$ cat src/rtl/lpsc_pkg.sv
`default_nettype none
// ----------------------------------------------------------------------------
// lpsc_pkg
// Shared types and constants of the looping playhead with speed curve.
// ----------------------------------------------------------------------------
package lpsc_pkg;

    localparam int MAX_CURVE_POINTS = 8;
    localparam int CIDX_W = $clog2(MAX_CURVE_POINTS);
    localparam int CNT_W  = $clog2(MAX_CURVE_POINTS + 1);

    localparam int DIV_W  = 34;
    localparam int DIV_CW = 6;

    localparam logic signed [15:0] ONE_Q12 = 16'sd4096;
    localparam logic [16:0] T_ONE = 17'd65536;

    // mode_flags bit positions
    localparam int MF_LOOP  = 0;
    localparam int MF_STOP  = 1;
    localparam int MF_RANGE = 2;
    localparam int MF_RLOOP = 3;
    localparam int MF_CURVE = 4;
    localparam int MF_CINR  = 5;

    // configuration register indexes
    localparam logic [2:0] REG_CLIP  = 3'd0;
    localparam logic [2:0] REG_SPEED = 3'd1;
    localparam logic [2:0] REG_MODE  = 3'd2;
    localparam logic [2:0] REG_RSTA  = 3'd3;
    localparam logic [2:0] REG_REND  = 3'd4;
    localparam logic [2:0] REG_NPTS  = 3'd5;

    typedef enum logic [1:0] {
        CMD_TICK  = 2'd0,
        CMD_START = 2'd1,
        CMD_HOLD  = 2'd2,
        CMD_LOAD  = 2'd3
    } t_cmd;

    typedef struct packed {
        logic              start;
        logic [DIV_W-1:0]  rem0;
        logic [DIV_W-1:0]  dvd;
        logic [DIV_W-1:0]  dvs;
        logic [DIV_CW-1:0] cnt;
    } t_div_req;

    typedef struct packed {
        logic             busy;
        logic             done;
        logic [DIV_W-1:0] quo;
        logic [DIV_W-1:0] rem;
    } t_div_rsp;

    function automatic logic signed [15:0] sat16(input logic signed [63:0] v);
        logic signed [15:0] r;
        if (v > 64'sd32767) begin
            r = 16'sh7FFF;
        end else if (v < -64'sd32768) begin
            r = 16'sh8000;
        end else begin
            r = v[15:0];
        end
        return r;
    endfunction

endpackage
`default_nettype wire

$ cat src/rtl/lpsc_div.sv
`default_nettype none
// ----------------------------------------------------------------------------
// lpsc_div
// Radix-2 restoring divider, one quotient bit per cycle, preloadable remainder.
// ----------------------------------------------------------------------------
module lpsc_div (
    input  wire logic              i_clk,
    input  wire logic              i_rst_n,
    input  wire lpsc_pkg::t_div_req i_req,
    output lpsc_pkg::t_div_rsp     o_rsp
);
    import lpsc_pkg::*;

    logic [DIV_W-1:0]  r_rem;
    logic [DIV_W-1:0]  r_dvd;
    logic [DIV_W-1:0]  r_dvs;
    logic [DIV_W-1:0]  r_quo;
    logic [DIV_CW-1:0] r_cnt;
    logic              r_busy;
    logic              r_done;

    logic [DIV_W:0] w_sh;
    logic [DIV_W:0] w_diff;
    logic           w_ge;

    assign w_sh   = {r_rem, r_dvd[DIV_W-1]};
    assign w_ge   = w_sh >= {1'b0, r_dvs};
    assign w_diff = w_sh - {1'b0, r_dvs};

    always_ff @(posedge i_clk) begin
        if (!i_rst_n) begin
            r_busy <= 1'b0;
            r_done <= 1'b0;
        end else begin
            r_done <= 1'b0;
            if (i_req.start) begin
                r_rem  <= i_req.rem0;
                r_dvd  <= i_req.dvd;
                r_dvs  <= i_req.dvs;
                r_quo  <= '0;
                r_cnt  <= i_req.cnt;
                r_busy <= 1'b1;
            end else if (r_busy) begin
                r_rem <= w_ge ? w_diff[DIV_W-1:0] : w_sh[DIV_W-1:0];
                r_dvd <= {r_dvd[DIV_W-2:0], 1'b0};
                r_quo <= {r_quo[DIV_W-2:0], w_ge};
                r_cnt <= r_cnt - 1'b1;
                if (r_cnt == DIV_CW'(1)) begin
                    r_busy <= 1'b0;
                    r_done <= 1'b1;
                end
            end
        end
    end

    assign o_rsp.busy = r_busy;
    assign o_rsp.done = r_done;
    assign o_rsp.quo  = r_quo;
    assign o_rsp.rem  = r_rem;

endmodule
`default_nettype wire

$ cat config.mk
export PLATFORM = sky130hd
export DESIGN_NAME = lpsc_div
export DESIGN_NICKNAME = d
export VERILOG_FILES = /design/src/rtl/lpsc_pkg.sv /design/src/rtl/lpsc_div.sv
export SDC_FILE = /design/constraint.sdc
export NUM_CORES = 1
export LEC_CHECK = 0
export BUFFER_PORTS_ARGS = -buffer_cell sky130_fd_sc_hd__buf_2
export CORE_MARGIN = 2
export CORE_UTILIZATION = 32
export CTS_CLUSTER_DIAMETER = 120
export CTS_CLUSTER_SIZE = 14
export DETAILED_ROUTE_END_ITERATION = 10
export PLACE_DENSITY = 0.63
export SLEW_MARGIN = 15
export SYNTH_ARGS = -nofsm -noshare
export SYNTH_HDL_FRONTEND = slang
export SYNTH_SLANG_ARGS = --single-unit
$ cat constraint.sdc
create_clock -name i_clk -period 4.48 [get_ports i_clk]
set_clock_uncertainty 0.1 [all_clocks]
set_input_delay 0.896 -clock i_clk [delete_from_list [all_inputs] [get_ports i_clk]]
set_output_delay 0.896 -clock i_clk [all_outputs]
set_load 0.01 [all_outputs]
==> flow_summary.yaml <==
clocking:
  cts.repair.resized: 0
  cts_tree: "built"
  cts_hold_buf: 0
  cts_buffers: 17
  clock-sinks: 144
  htreeDepth: 4
  clockRootBuffer: "clkbuf_16"
  post_cts_buffers: 0
  clk_latency_ps: 440
  clkTransAtPathRegs_ps: 70
  clockBufferDepth: 2
setup_path:
  crit_top_cell: "a221o_1"
  slowest_stage: "edfxtp_1"
  critPathMaxStageDelay_ps: 420
  critPathKind: "reg2reg"
  crit_fanout: 36
  worstPathRequired_ps: 4550
  crit_arrival_ps: 3550
  rrSetupSlack_ps: 1000
  crit_chain: "ha_1 > a21oi_1 > o21ai_1 > a21o_1 > a221o_1 > a31o_1 > a31o_4 > a21oi_4 > buf_4 > nor2_4 > a221o_1"
  start_kind: "flop"
  worstSetupEndpointType: "flop"
power:
  p_int_w: 0.002743
  switching_share_pct: 29.54
  irDropWorstVdd_mv: 0.2656
  p_seq_share_pct: 42.8
  p_clk_share_pct: 36.3
  switching_power_w: 0.001150
  leakagePower_nw: 3.876
  power_density_nw_per_um2: 406.7
  comb_power_share_pct: 20.9
synth:
  yosys_warnings: 0
  syn_area_per_cell_um2: 11.83
  synthesis.instances: 656
  synth-seq-area-share_pct: 55.47
  synth_area_leader_cell: "edfxtp_1"
  ys_types: 59
  synth-seq-cells: 144
  synth_ff_type: "edfxtp_1"
  synth_nets: 804
  synth_edf_count: 142
  syn_area_um2: 7759
  synthArstFlopShare_pct: 0
  synth_top_cells_by_area: "edfxtp_1 (55%), ha_1 (5.8%), mux2_2 (5.1%)"
  yosysTopAreaCellShare_pct: 54.96
drt:
  drtIter0Drc: 267
  drcViolationCount: 0
  firstDrtPassIters: 4
  num_vias: 5652
  wl_mm: 20.00
  viasPerCell: 4.852
  ant_nets: 0
  detail_route.wl_per_cell_um: 17.17
placed_design:
  placed_cell_area_um2: 8999
  portBuffers: 180
  dp_hpwl_mm: 14.40
  gp_congestion: 0.8508
global_route:
  grt_first_pass_wirelength_mm: 31.28
  grt_pass1_vias: 5739
  antenna_found_initial: 1
  grt_max_degree: 82
  grt_remaining_overflow: 0
  track_usage_pct: 15.81
final_layout:
  final_cell_area_um2: 9570
  fin_util_pct: 40.53
  area_growth_pct: 23.35
  nets: 981
  final_common_cell: "buf_2"
  drive_gt1_share_pct: 30.89
  layout_common_cells: "buf_2 (179), edfxtp_1 (142), nand2_1 (53)"
hold_path:
  worstHoldPathType: "reg2reg"
floorplanning:
  initial_core_util_pct: 32.86
  die_area_um2: 25510
  die_y_um: 159.7
  rows: 56
  die_w_um: 159.7
  core_um2: 23610
  pin_count: 181
timing:
  tightest_slew_ps: 936.4
  fin_crit_ps: 3476
  final.period_utilization_pct: 77.58
  tns_ps: 0
  maxSlewViolCount: 0
  slew_headroom_pct: 37.57
  fmax_ghz: 0.2877
  final_hold_viol_count: 0
  setup_violations: 0
  rsz0062_at_grt: "false"
status:
  status: "complete, no violations"
flow_run:
  maxCapViolCount: 0
[sequential cells by signal, summed over array words and instances, names as in the netlist]
register,count
r_cnt,6
r_dvd,34
r_dvs,34
r_done,1
r_busy,1
r_quo,34
r_rem,34
[per-stage QoR]
step | instances | setup slack [ps] | hold WS [ps] | power (W)
final | 1165 | 1004 | 394.5 | 0.003893
after global routing | 1164 | 842.6 | 426.1 | 0.004086
after CTS | 1164 | 1037 | 393.4 | 0.003928
after detailed placement | 1133 | 1071 | 379.1 | 0.002507
after global placement | 1133 | 1167 | 364.0 | 0.002498
after floorplan | 656 | 292.4 | 334.8 | 0.002256
[synth_stat cells, types with 4 or more instances]
cell / instances
nand4_1: 7
o31ai_1: 4
a31oi_1: 7
nand3_1: 20
and3_1: 9
nor2b_1: 37
buf_4: 5
a221o_1: 7
nand2b_1: 8
nand2_1: 53
mux2i_1: 10
nor2_1: 18
a211oi_1: 4
ha_1: 36
a21oi_1: 40
a21o_1: 8
xor2_1: 19
o21ai_0: 28
edfxtp_1: 142
inv_1: 43
clkbuf_1: 20
o21a_1: 5
o21ai_1: 5
xnor2_1: 16
o311ai_0: 14
mux2_2: 35
and2_1: 7
nor3_1: 7
[worst paths after layout]
check / startpoint / to / depth (start not counted)
worst max-delay path: r_rem[21] / r_rem[24] / 11
worst min register to register: r_busy / r_done / 2
worst min-delay path: r_busy / r_done / 2
worst max register to register: r_rem[21] / r_rem[24] / 11
[critical path, delay by kind of cell, from the launching register on]
kind            cells  cell delay, ps
fa+ha+maj           1             400
simple gates        1             130
compound gates      8            1790
flops               1             420
buf+inv             1             400
[cell type report]
cell class                 instances  area, um^2
sequential                       144        4304
multi-input combinational        439        3162
clock inverter                    14       143.9
clock buffer                      17       425.4
inverter                          44       165.2
timing repair buffer             187       968.4
antenna                            1       2.502
tap                              319       399.1
fill                            2331       14040
[cells by family (layout without fill, tap and decap cells)]
logic type / Yosys count / count (layout) / synth area share [%]
AOI/OAI and AO/OA: 145 / 145 / 12.50
xor gates and xnor gates: 35 / 35 / 3.951
adders and majority gates: 37 / 37 / 6.064
buffers and inverters: 73 / 262 / 3.886
DFF: 144 / 144 / 55.47
muxes: 45 / 45 / 6.370
other: 0 / 1 / 0
and+or+nand+nor: 177 / 177 / 11.76
[layer usage]
metal,GRT usage (%),wire (um)
met2,25.27,9397
met4,4.174,195
met1,21.35,9161
met3,4.130,1245
met5,0,0
[power groups by stage]
stage | registers, W | logic, W | clock network [W]
global route | 0.00168 | 0.000906 | 0.00150
finish | 0.00167 | 0.000812 | 0.00141
floorplan | 0.00171 | 0.000545 | 0
CTS | 0.00167 | 0.000817 | 0.00144
detailed placement | 0.00170 | 0.000810 | 0
global placement | 0.00169 | 0.000806 | 0
(Power assumes the default switching activity.)
