<file path="src/rtl/lpsc_curve.sv">
`default_nettype none
// ----------------------------------------------------------------------------
// lpsc_curve
// Generic RAM: one write port, one read port with registered read data.
// ----------------------------------------------------------------------------
module lpsc_curve #(
    parameter int WIDTH = 33,
    parameter int DEPTH = 8
) (
    input  wire logic                     i_clk,
    input  wire logic                     i_wr_en,
    input  wire logic [$clog2(DEPTH)-1:0] i_wr_addr,
    input  wire logic [WIDTH-1:0]         i_wr_data,
    input  wire logic [$clog2(DEPTH)-1:0] i_rd_addr,
    output logic [WIDTH-1:0]              o_rd_data
);

    logic [WIDTH-1:0] r_mem [DEPTH];
    logic [WIDTH-1:0] r_rd_data;

    always_ff @(posedge i_clk) begin
        if (i_wr_en) begin
            r_mem[i_wr_addr] <= i_wr_data;
        end
        r_rd_data <= r_mem[i_rd_addr];
    end

    assign o_rd_data = r_rd_data;

endmodule
`default_nettype wire

</file>
<file path="config.mk">
export PLATFORM = sky130hd
export DESIGN_NAME = lpsc_curve
export DESIGN_NICKNAME = d
export VERILOG_FILES = /design/src/rtl/lpsc_curve.sv
export SDC_FILE = /design/constraint.sdc
export NUM_CORES = 1
export LEC_CHECK = 0
export BUFFER_PORTS_ARGS = -buffer_cell sky130_fd_sc_hd__clkbuf_2
export CORE_ASPECT_RATIO = 1.4
export CORE_MARGIN = 5
export CORE_UTILIZATION = 60
export DETAILED_ROUTE_END_ITERATION = 6
export GPL_TIMING_DRIVEN = 0
export PLACE_DENSITY = 0.79
export SLEW_MARGIN = 20
export SYNTH_ARGS = -nofsm -noshare
export SYNTH_HDL_FRONTEND = slang
export SYNTH_SLANG_ARGS = --single-unit
</file>
<file path="constraint.sdc">
create_clock -name i_clk -period 7.6 [get_ports i_clk]
set_clock_uncertainty 0.15 [all_clocks]
set_input_delay 2.28 -clock i_clk [delete_from_list [all_inputs] [get_ports i_clk]]
set_output_delay 2.28 -clock i_clk [all_outputs]
set_load 0.02 [all_outputs]
</file>
==> summary.txt, run 1 <==
Power and ir drop
  • Pint: 0.00283 W
  • Clock power share: 0.413
  • Comb power frac: 0.057
  • Pwr Density: 281 mW/mm^2
  • Max IR drop VDD: 219 uV
  • Sequential power share: 0.530
  • P_leak: 4.19 nW
  • Switching Share: 0.194
  • Sw Pwr: 0.000682 W

Synthesis
  • Syn Inst Count: 427
  • Mapped Area: 0.0106 sq mm
  • Post-synthesis average cell area: 24.9 sq um
  • Yosys warning total: 0
  • Syn Nets: 468
  • Netlist cell types: 13
  • Sequential fraction of the synthesis area: 0.807
  • Yosys reg bits: 297

Floorplanning
  • Die span in x: 123 um
  • Rows: 57
  • Core ar.: 0.0174 sq mm
  • Die height: 168 um
  • Initial cell density of the core: 0.611
  • Die area: 0.0205 sq mm
  • I/O Pins: 74

Placed design
  • Pre-CTS setup slack: 3.41 ns
  • Final Wtd Congestion: 0.701
  • Hpwl dp: 11900 um
  • Buffers added on ports: 70

Setup path
  • Crit Path Category: in -> reg
  • Worst R2R Path Depth: 2
  • CP Launch Type: input port
  • R2r endpoint: o_rd_data[1]
  • Worst R2R Start: r_mem[1][1]
  • Crit. End Element: flop
  • FF-to-FF setup slack: 6.12 ns
  • Crit path DAT: 3.69 ns
  • Required @ worst endpoint: 7.68 ns
  • CP max FO: 8

Routing
  • Vias: 4688
  • WL final: 19800 um
  • DRT antenna net count: 0
  • Routed WL per cell: 24.9 um
  • DR pass1 iterations: 4
  • Routed vias/inst: 5.90
  • Drt first-iter violations: 485
  • # DRC: 0

STA
  • Tightest Pin Transition: 0.794 ns
  • Relative slew slack: 0.470
  • Final worst slack: 3.98 ns
  • Crit path time final: 3.62 ns
  • Max Fclk: 0.276 GHz
  • Post-route setup TNS: 0 ns
  • Final-report hold violation count: 0
  • Unrepaired setup endpoints after global routing: no
  • Slew Limit Fails: 0
  • Final Cycle Share: 0.476
  • # setup viols final: 0

Global route
  • Initial antenna violation count: 1
  • Remaining global-route overflow: 0
  • Largest net degree at the start of global routing: 20
  • Number of global-route vias before repair: 5127
  • First-pass GRT wire length: 30600 um
  • GRT Overall Usage: 0.202

Clock network
  • Post_cts resized: 0
  • CTS sink count: 297
  • Clk Tree Root Cell: clkbuf_16
  • Post-CTS Setup Bufs: 0
  • CTS tree: yes
  • Longest Clk Path Bufs: 3
  • CTS buffer count: 26
  • Htree depth: 1
  • Hold Buf Count CTS: 0
  • Clock Pin Slew Worst Setup and Hold Paths: 0.07 ns
  • Clk_lat worst skew: 0.52 ns

Final layout
  • Area grow syn2layout: 17.5%
  • Fraction of final layout cells sized beyond drive strength 1: 0.422
  • Fill cells: 1000
  • ANT cells: 0
  • Total Nets Final: 580
  • Final Util: 0.718

Worst hold path
  • Worst Min Path Start: r_mem[7][4]
  • Worst hold path type: reg -> reg
  • Hold path endpoint: o_rd_data[4]
  • WHS Path Cells: 2

Status
  • Status: completed

Run
  • MaxCap Viol Count: 0
## power by group through the flow
| stage | combinational, W | clock (W) | sequential (W) |
|---|---|---|---|
| 3_3_place_gp | 0.000187 | 0 | 0.00189 |
| 6_report | 0.000201 | 0.00145 | 0.00186 |
| 5_1_grt | 0.000215 | 0.00155 | 0.00186 |
| 3_5_place_dp | 0.000202 | 0 | 0.00190 |
| 2_1_floorplan | 0.0000959 | 0 | 0.00192 |
| 4_1_cts | 0.000205 | 0.00147 | 0.00186 |
## metrics by stage
stage / std cells / hold slack, ns / instance area (sq um) / total power (W)
floorplan: 427 / 0.491 / 10600 / 0.00201
global placement: 733 / 0.502 / 11300 / 0.00208
detailed placement: 747 / 0.520 / 11500 / 0.00210
CTS: 795 / 0.536 / 12500 / 0.00353
global route: 795 / 0.549 / 12500 / 0.00363
finish: 795 / 0.531 / 12500 / 0.00351
## critical path, cell delays in order
cell and delay [ns]:
clkbuf_2 0.08, nand2b_1 0.29, nor3_2 0.55, buf_4 0.31, buf_6 0.17
## layout by cell type (no fill, tap or decap)
| cell | instances |
|---|---|
| edfxtp_1 | 264 |
| clkbuf_2 | 70 |
| mux4_2 | 60 |
| mux2_2 | 33 |
| dfxtp_1 | 33 |
| clkbuf_16 | 27 |
| clkbuf_1 | 11 |
| bufinv_16 | 7 |
| buf_4 | 7 |
| buf_6 | 6 |
| buf_2 | 6 |
| mux4_1 | 6 |
| nor2_4 | 6 |
| buf_12 | 4 |
| nand2b_1 | 3 |
| clkinv_1 | 3 |
| clkinv_2 | 3 |
| nand2_1 | 2 |
| nor3_2 | 2 |
| buf_16 | 2 |
| buf_1 | 1 |
| clkbuf_8 | 1 |
| clkinvlp_4 | 1 |
| clkinv_4 | 1 |
## worst max-delay path by stage
| stage | from | end | slack (ns) | depth (start not counted) |
|---|---|---|---|---|
| 5_1_grt | i_wr_addr[2] | r_mem[0][13] | 3.91 | 5 |
| 4_1_cts | i_wr_addr[2] | r_mem[0][9] | 3.97 | 5 |
| 6_report | i_wr_addr[2] | r_mem[0][10] | 3.98 | 5 |
| 3_3_place_gp | i_wr_addr[2] | r_mem[0][15] | 0.02 | 3 |
| 2_1_floorplan | i_wr_addr[2] | r_mem[0][0] | 2.25 | 2 |
| 3_5_place_dp | i_wr_addr[2] | r_mem[0][9] | 3.41 | 5 |
## final cells by class
cell class	instances	area, sq um	area share
Buffer	18	113	0.00901
Clock buffer	33	708	0.0567
Clock inverter	15	253	0.0202
Multi-Input combinational cell	112	1990	0.160
Sequential cell	297	8590	0.687
Tap cell	236	295	0.0236
Timing Repair Buffer	84	549	0.0439
## flip-flops by register name, summed over array words and instances (netlist names)
register,count
o_rd_data,33
r_mem,264
## cells in the mapped netlist
cell | number | area (sq um)
edfxtp_1 | 264 | 7930
mux4_2 | 60 | 1350
dfxtp_1 | 33 | 661
mux2_2 | 33 | 372
buf_2 | 6 | 30.0
clkbuf_1 | 6 | 22.5
mux4_1 | 6 | 158
nor2_1 | 6 | 22.5
buf_6 | 5 | 56.3
nand2b_1 | 3 | 18.8
nand2_1 | 2 | 7.51
nor3_1 | 2 | 10.0
buf_1 | 1 | 3.75
## metal layers
| layer | track usage | part of all wire | vias up |
|---|---|---|---|
| met2 | 0.343 | 0.53 | 178 |
| met4 | 0.0507 | 0.019 | 2 |
| met3 | 0.0304 | 0.061 | 35 |
| li1 | - | - | 2031 |
| met5 | 0 | 0.00066 | - |
| met1 | 0.281 | 0.39 | 2442 |
## cells by family (layout without fill, tap and decap cells)
family | count (synthesis) | in the layout | share of synthesized area
flops | 297 | 297 | 0.807
mux | 99 | 99 | 0.177
buf+inv | 18 | 150 | 0.0106
simple gates | 13 | 13 | 0.00553
Note: power is estimated with default switching activity, not from simulation.
==> inputs of run 2 (changes only) <==
--- a/config.mk
+++ b/config.mk
@@ -8,10 +8,10 @@
 export BUFFER_PORTS_ARGS = -buffer_cell sky130_fd_sc_hd__clkbuf_2
 export CORE_ASPECT_RATIO = 1.4
 export CORE_MARGIN = 5
-export CORE_UTILIZATION = 60
+export CORE_UTILIZATION = 54
 export DETAILED_ROUTE_END_ITERATION = 6
 export GPL_TIMING_DRIVEN = 0
-export PLACE_DENSITY = 0.79
+export PLACE_DENSITY = 0.75
 export SLEW_MARGIN = 20
 export SYNTH_ARGS = -nofsm -noshare
 export SYNTH_HDL_FRONTEND = slang
==> constraint.sdc (replaced) <==
create_clock -name i_clk -period 3.25 [get_ports i_clk]
set_clock_uncertainty 0.15 [all_clocks]
set_input_delay 0.975 -clock i_clk [delete_from_list [all_inputs] [get_ports i_clk]]
set_output_delay 0.975 -clock i_clk [all_outputs]
set_load 0.02 [all_outputs]
==> run 2 against run 1 <==
Cell count grew 1.0%. Via count shrank 2.2%. Count of clock-buffer cells in the layout shrank 1. Global-route usage shrank 2.5 points. Cell area shrank 1.0%. Critical endpoint is now o_rd_data[25].
==> summary.txt, run 2 (synthesis gave the netlist of run 1 again) <==
Floorplanning
  • Initial cell density of the core: 0.551
  • Die height: 176 um
  • Die area: 0.0227 sq mm
  • Rows: 60
  • Die span in x: 129 um
  • Core ar.: 0.0193 sq mm
  • I/O Pins: 74

Routing
  • Drt first-iter violations: 419
  • Met2 wire length: 10500 um
  • Vias: 4586
  • WL final: 19500 um
  • Routed vias/inst: 5.71
  • Routed WL per cell: 24.2 um
  • DR pass1 iterations: 4
  • Metal3 WL: 1280 um
  • DR top layer: met4
  • # DRC: 0
  • M1 WL: 7430 um
  • DRT antenna net count: 0

STA
  • Slew Limit Fails: 0
  • Crit path time final: 2.26 ns
  • Post-route setup TNS: 0 ns
  • Final Cycle Share: 0.696
  • Worst hold margin: 0.534 ns
  • Final-report hold violation count: 0
  • Relative slew slack: 0.438
  • Final worst slack: 0.989 ns
  • Tightest Pin Transition: 0.840 ns
  • Unrepaired setup endpoints after global routing: no
  • # setup viols final: 0
  • Max Fclk: 0.442 GHz

Final layout
  • Area grow syn2layout: 16.3%
  • Largest register FFs: 264
  • Fill cells: 1241
  • Fraction of final layout cells sized beyond drive strength 1: 0.413
  • Cell area after layout: 0.0124 sq mm
  • Top reg by flops: r_mem
  • Commonest cells after routing, fill and taps aside: 264 x edfxtp_1, 70 x clkbuf_2, 60 x mux4_2
  • Commonest non-fill, non-tap cell in the layout: edfxtp_1
  • Total Nets Final: 576
  • Register Area: 0.00859 sq mm
  • Multi-input logic area: 0.00201 sq mm
  • ANT cells: 0

Global route
  • Remaining global-route overflow: 0
  • GRT Overall Usage: 0.178
  • Number of global-route vias before repair: 5061
  • First-pass GRT wire length: 29900 um
  • Largest net degree at the start of global routing: 22
  • Initial antenna violation count: 0

Setup path
  • CP max FO: 10
  • Crit Path Category: in -> reg
  • CP Launch Type: input port
  • Required @ worst endpoint: 3.50 ns
  • CP startpoint: i_rd_addr[2]
  • Crit path DAT: 2.51 ns
  • Worst R2R Start: r_mem[1][1]
  • Crit. End Element: flop

Clock network
  • Post_cts resized: 0
  • Clk_lat worst skew: 0.52 ns
  • Longest Clk Path Bufs: 3
  • CTS sink count: 297
  • Clk Tree Root Cell: clkbuf_16
  • Post-CTS Setup Bufs: 0
  • Clock Pin Slew Worst Setup and Hold Paths: 0.06 ns
  • Hold Buf Count CTS: 0
  • CTS buffer count: 26
  • Htree depth: 1
  • CTS tree: yes

Placed design
  • Pre-CTS setup slack: 0.424 ns
  • Final Wtd Congestion: 0.699
  • Hpwl dp: 11900 um
  • Buffers added on ports: 70
  • Post-DP Area: 0.0116 sq mm

Power and ir drop
  • Total power: 0.00770 W
  • Max IR drop VDD: 459 uV
  • Pwr Density: 622 mW/mm^2
  • P_leak: 4.12 nW

Run
  • MaxCap Viol Count: 0

Worst hold path
  • Worst hold path type: reg -> reg
  • Worst Min Path Start: r_mem[2][15]

Status
  • Status: completed
run 2: changes by cell type in the layout (fill, tap and decap cells not counted), moves of 2 or more:
cell	previous run	this run
clkinv_2	3	7
bufinv_16	7	1
clkinv_1	3	7
nor3_4	0	2
buf_4	7	0
nor3_2	2	0
buf_8	0	3
run 2: final timing paths:
path / to / slack [ns] / cells after the start
max: o_rd_data[25] / 0.99 / 4
min reg2reg: o_rd_data[15] / 0.53 / 2
min: o_rd_data[15] / 0.53 / 2
max reg2reg: o_rd_data[1] / 1.80 / 2
run 2: final cells by class:
cell class | count | share of cell area
sequential | 297 | 0.694
multi-input combinational | 112 | 0.162
clock buffer | 32 | 0.0569
timing repair buffer | 80 | 0.0445
tap | 248 | 0.0251
buffer | 18 | 0.00910
clock inverter | 16 | 0.00799
run 2: report_power, final:
| part | internal (W) | switching, W | leakage, nW |
|---|---|---|---|
| Sequential | 0.00431 | 0.0000364 | 2.68 |
| Clock | 0.00161 | 0.00126 | 0.397 |
| Combinational | 0.000208 | 0.000263 | 1.04 |
| Total | 0.00613 | 0.00156 | 4.12 |
run 2: layer usage:
layer | track usage | up-vias
met5 | 0 | -
met4 | 0.0425 | 0
met3 | 0.0348 | 25
met2 | 0.308 | 136
met1 | 0.233 | 2396
li1 | - | 2029
run 2: through the flow:
step	util	cells
after floorplan	-	427
after global placement	0.586	745
after detailed placement	0.600	755
after CTS	0.641	803
after global routing	0.641	803
final	0.641	803
run 2: worst max-delay path: stages:
cell and delay (ns):
clkbuf_1 0.46, buf_2 0.41, mux4_2 0.36, mux2_2 0.29
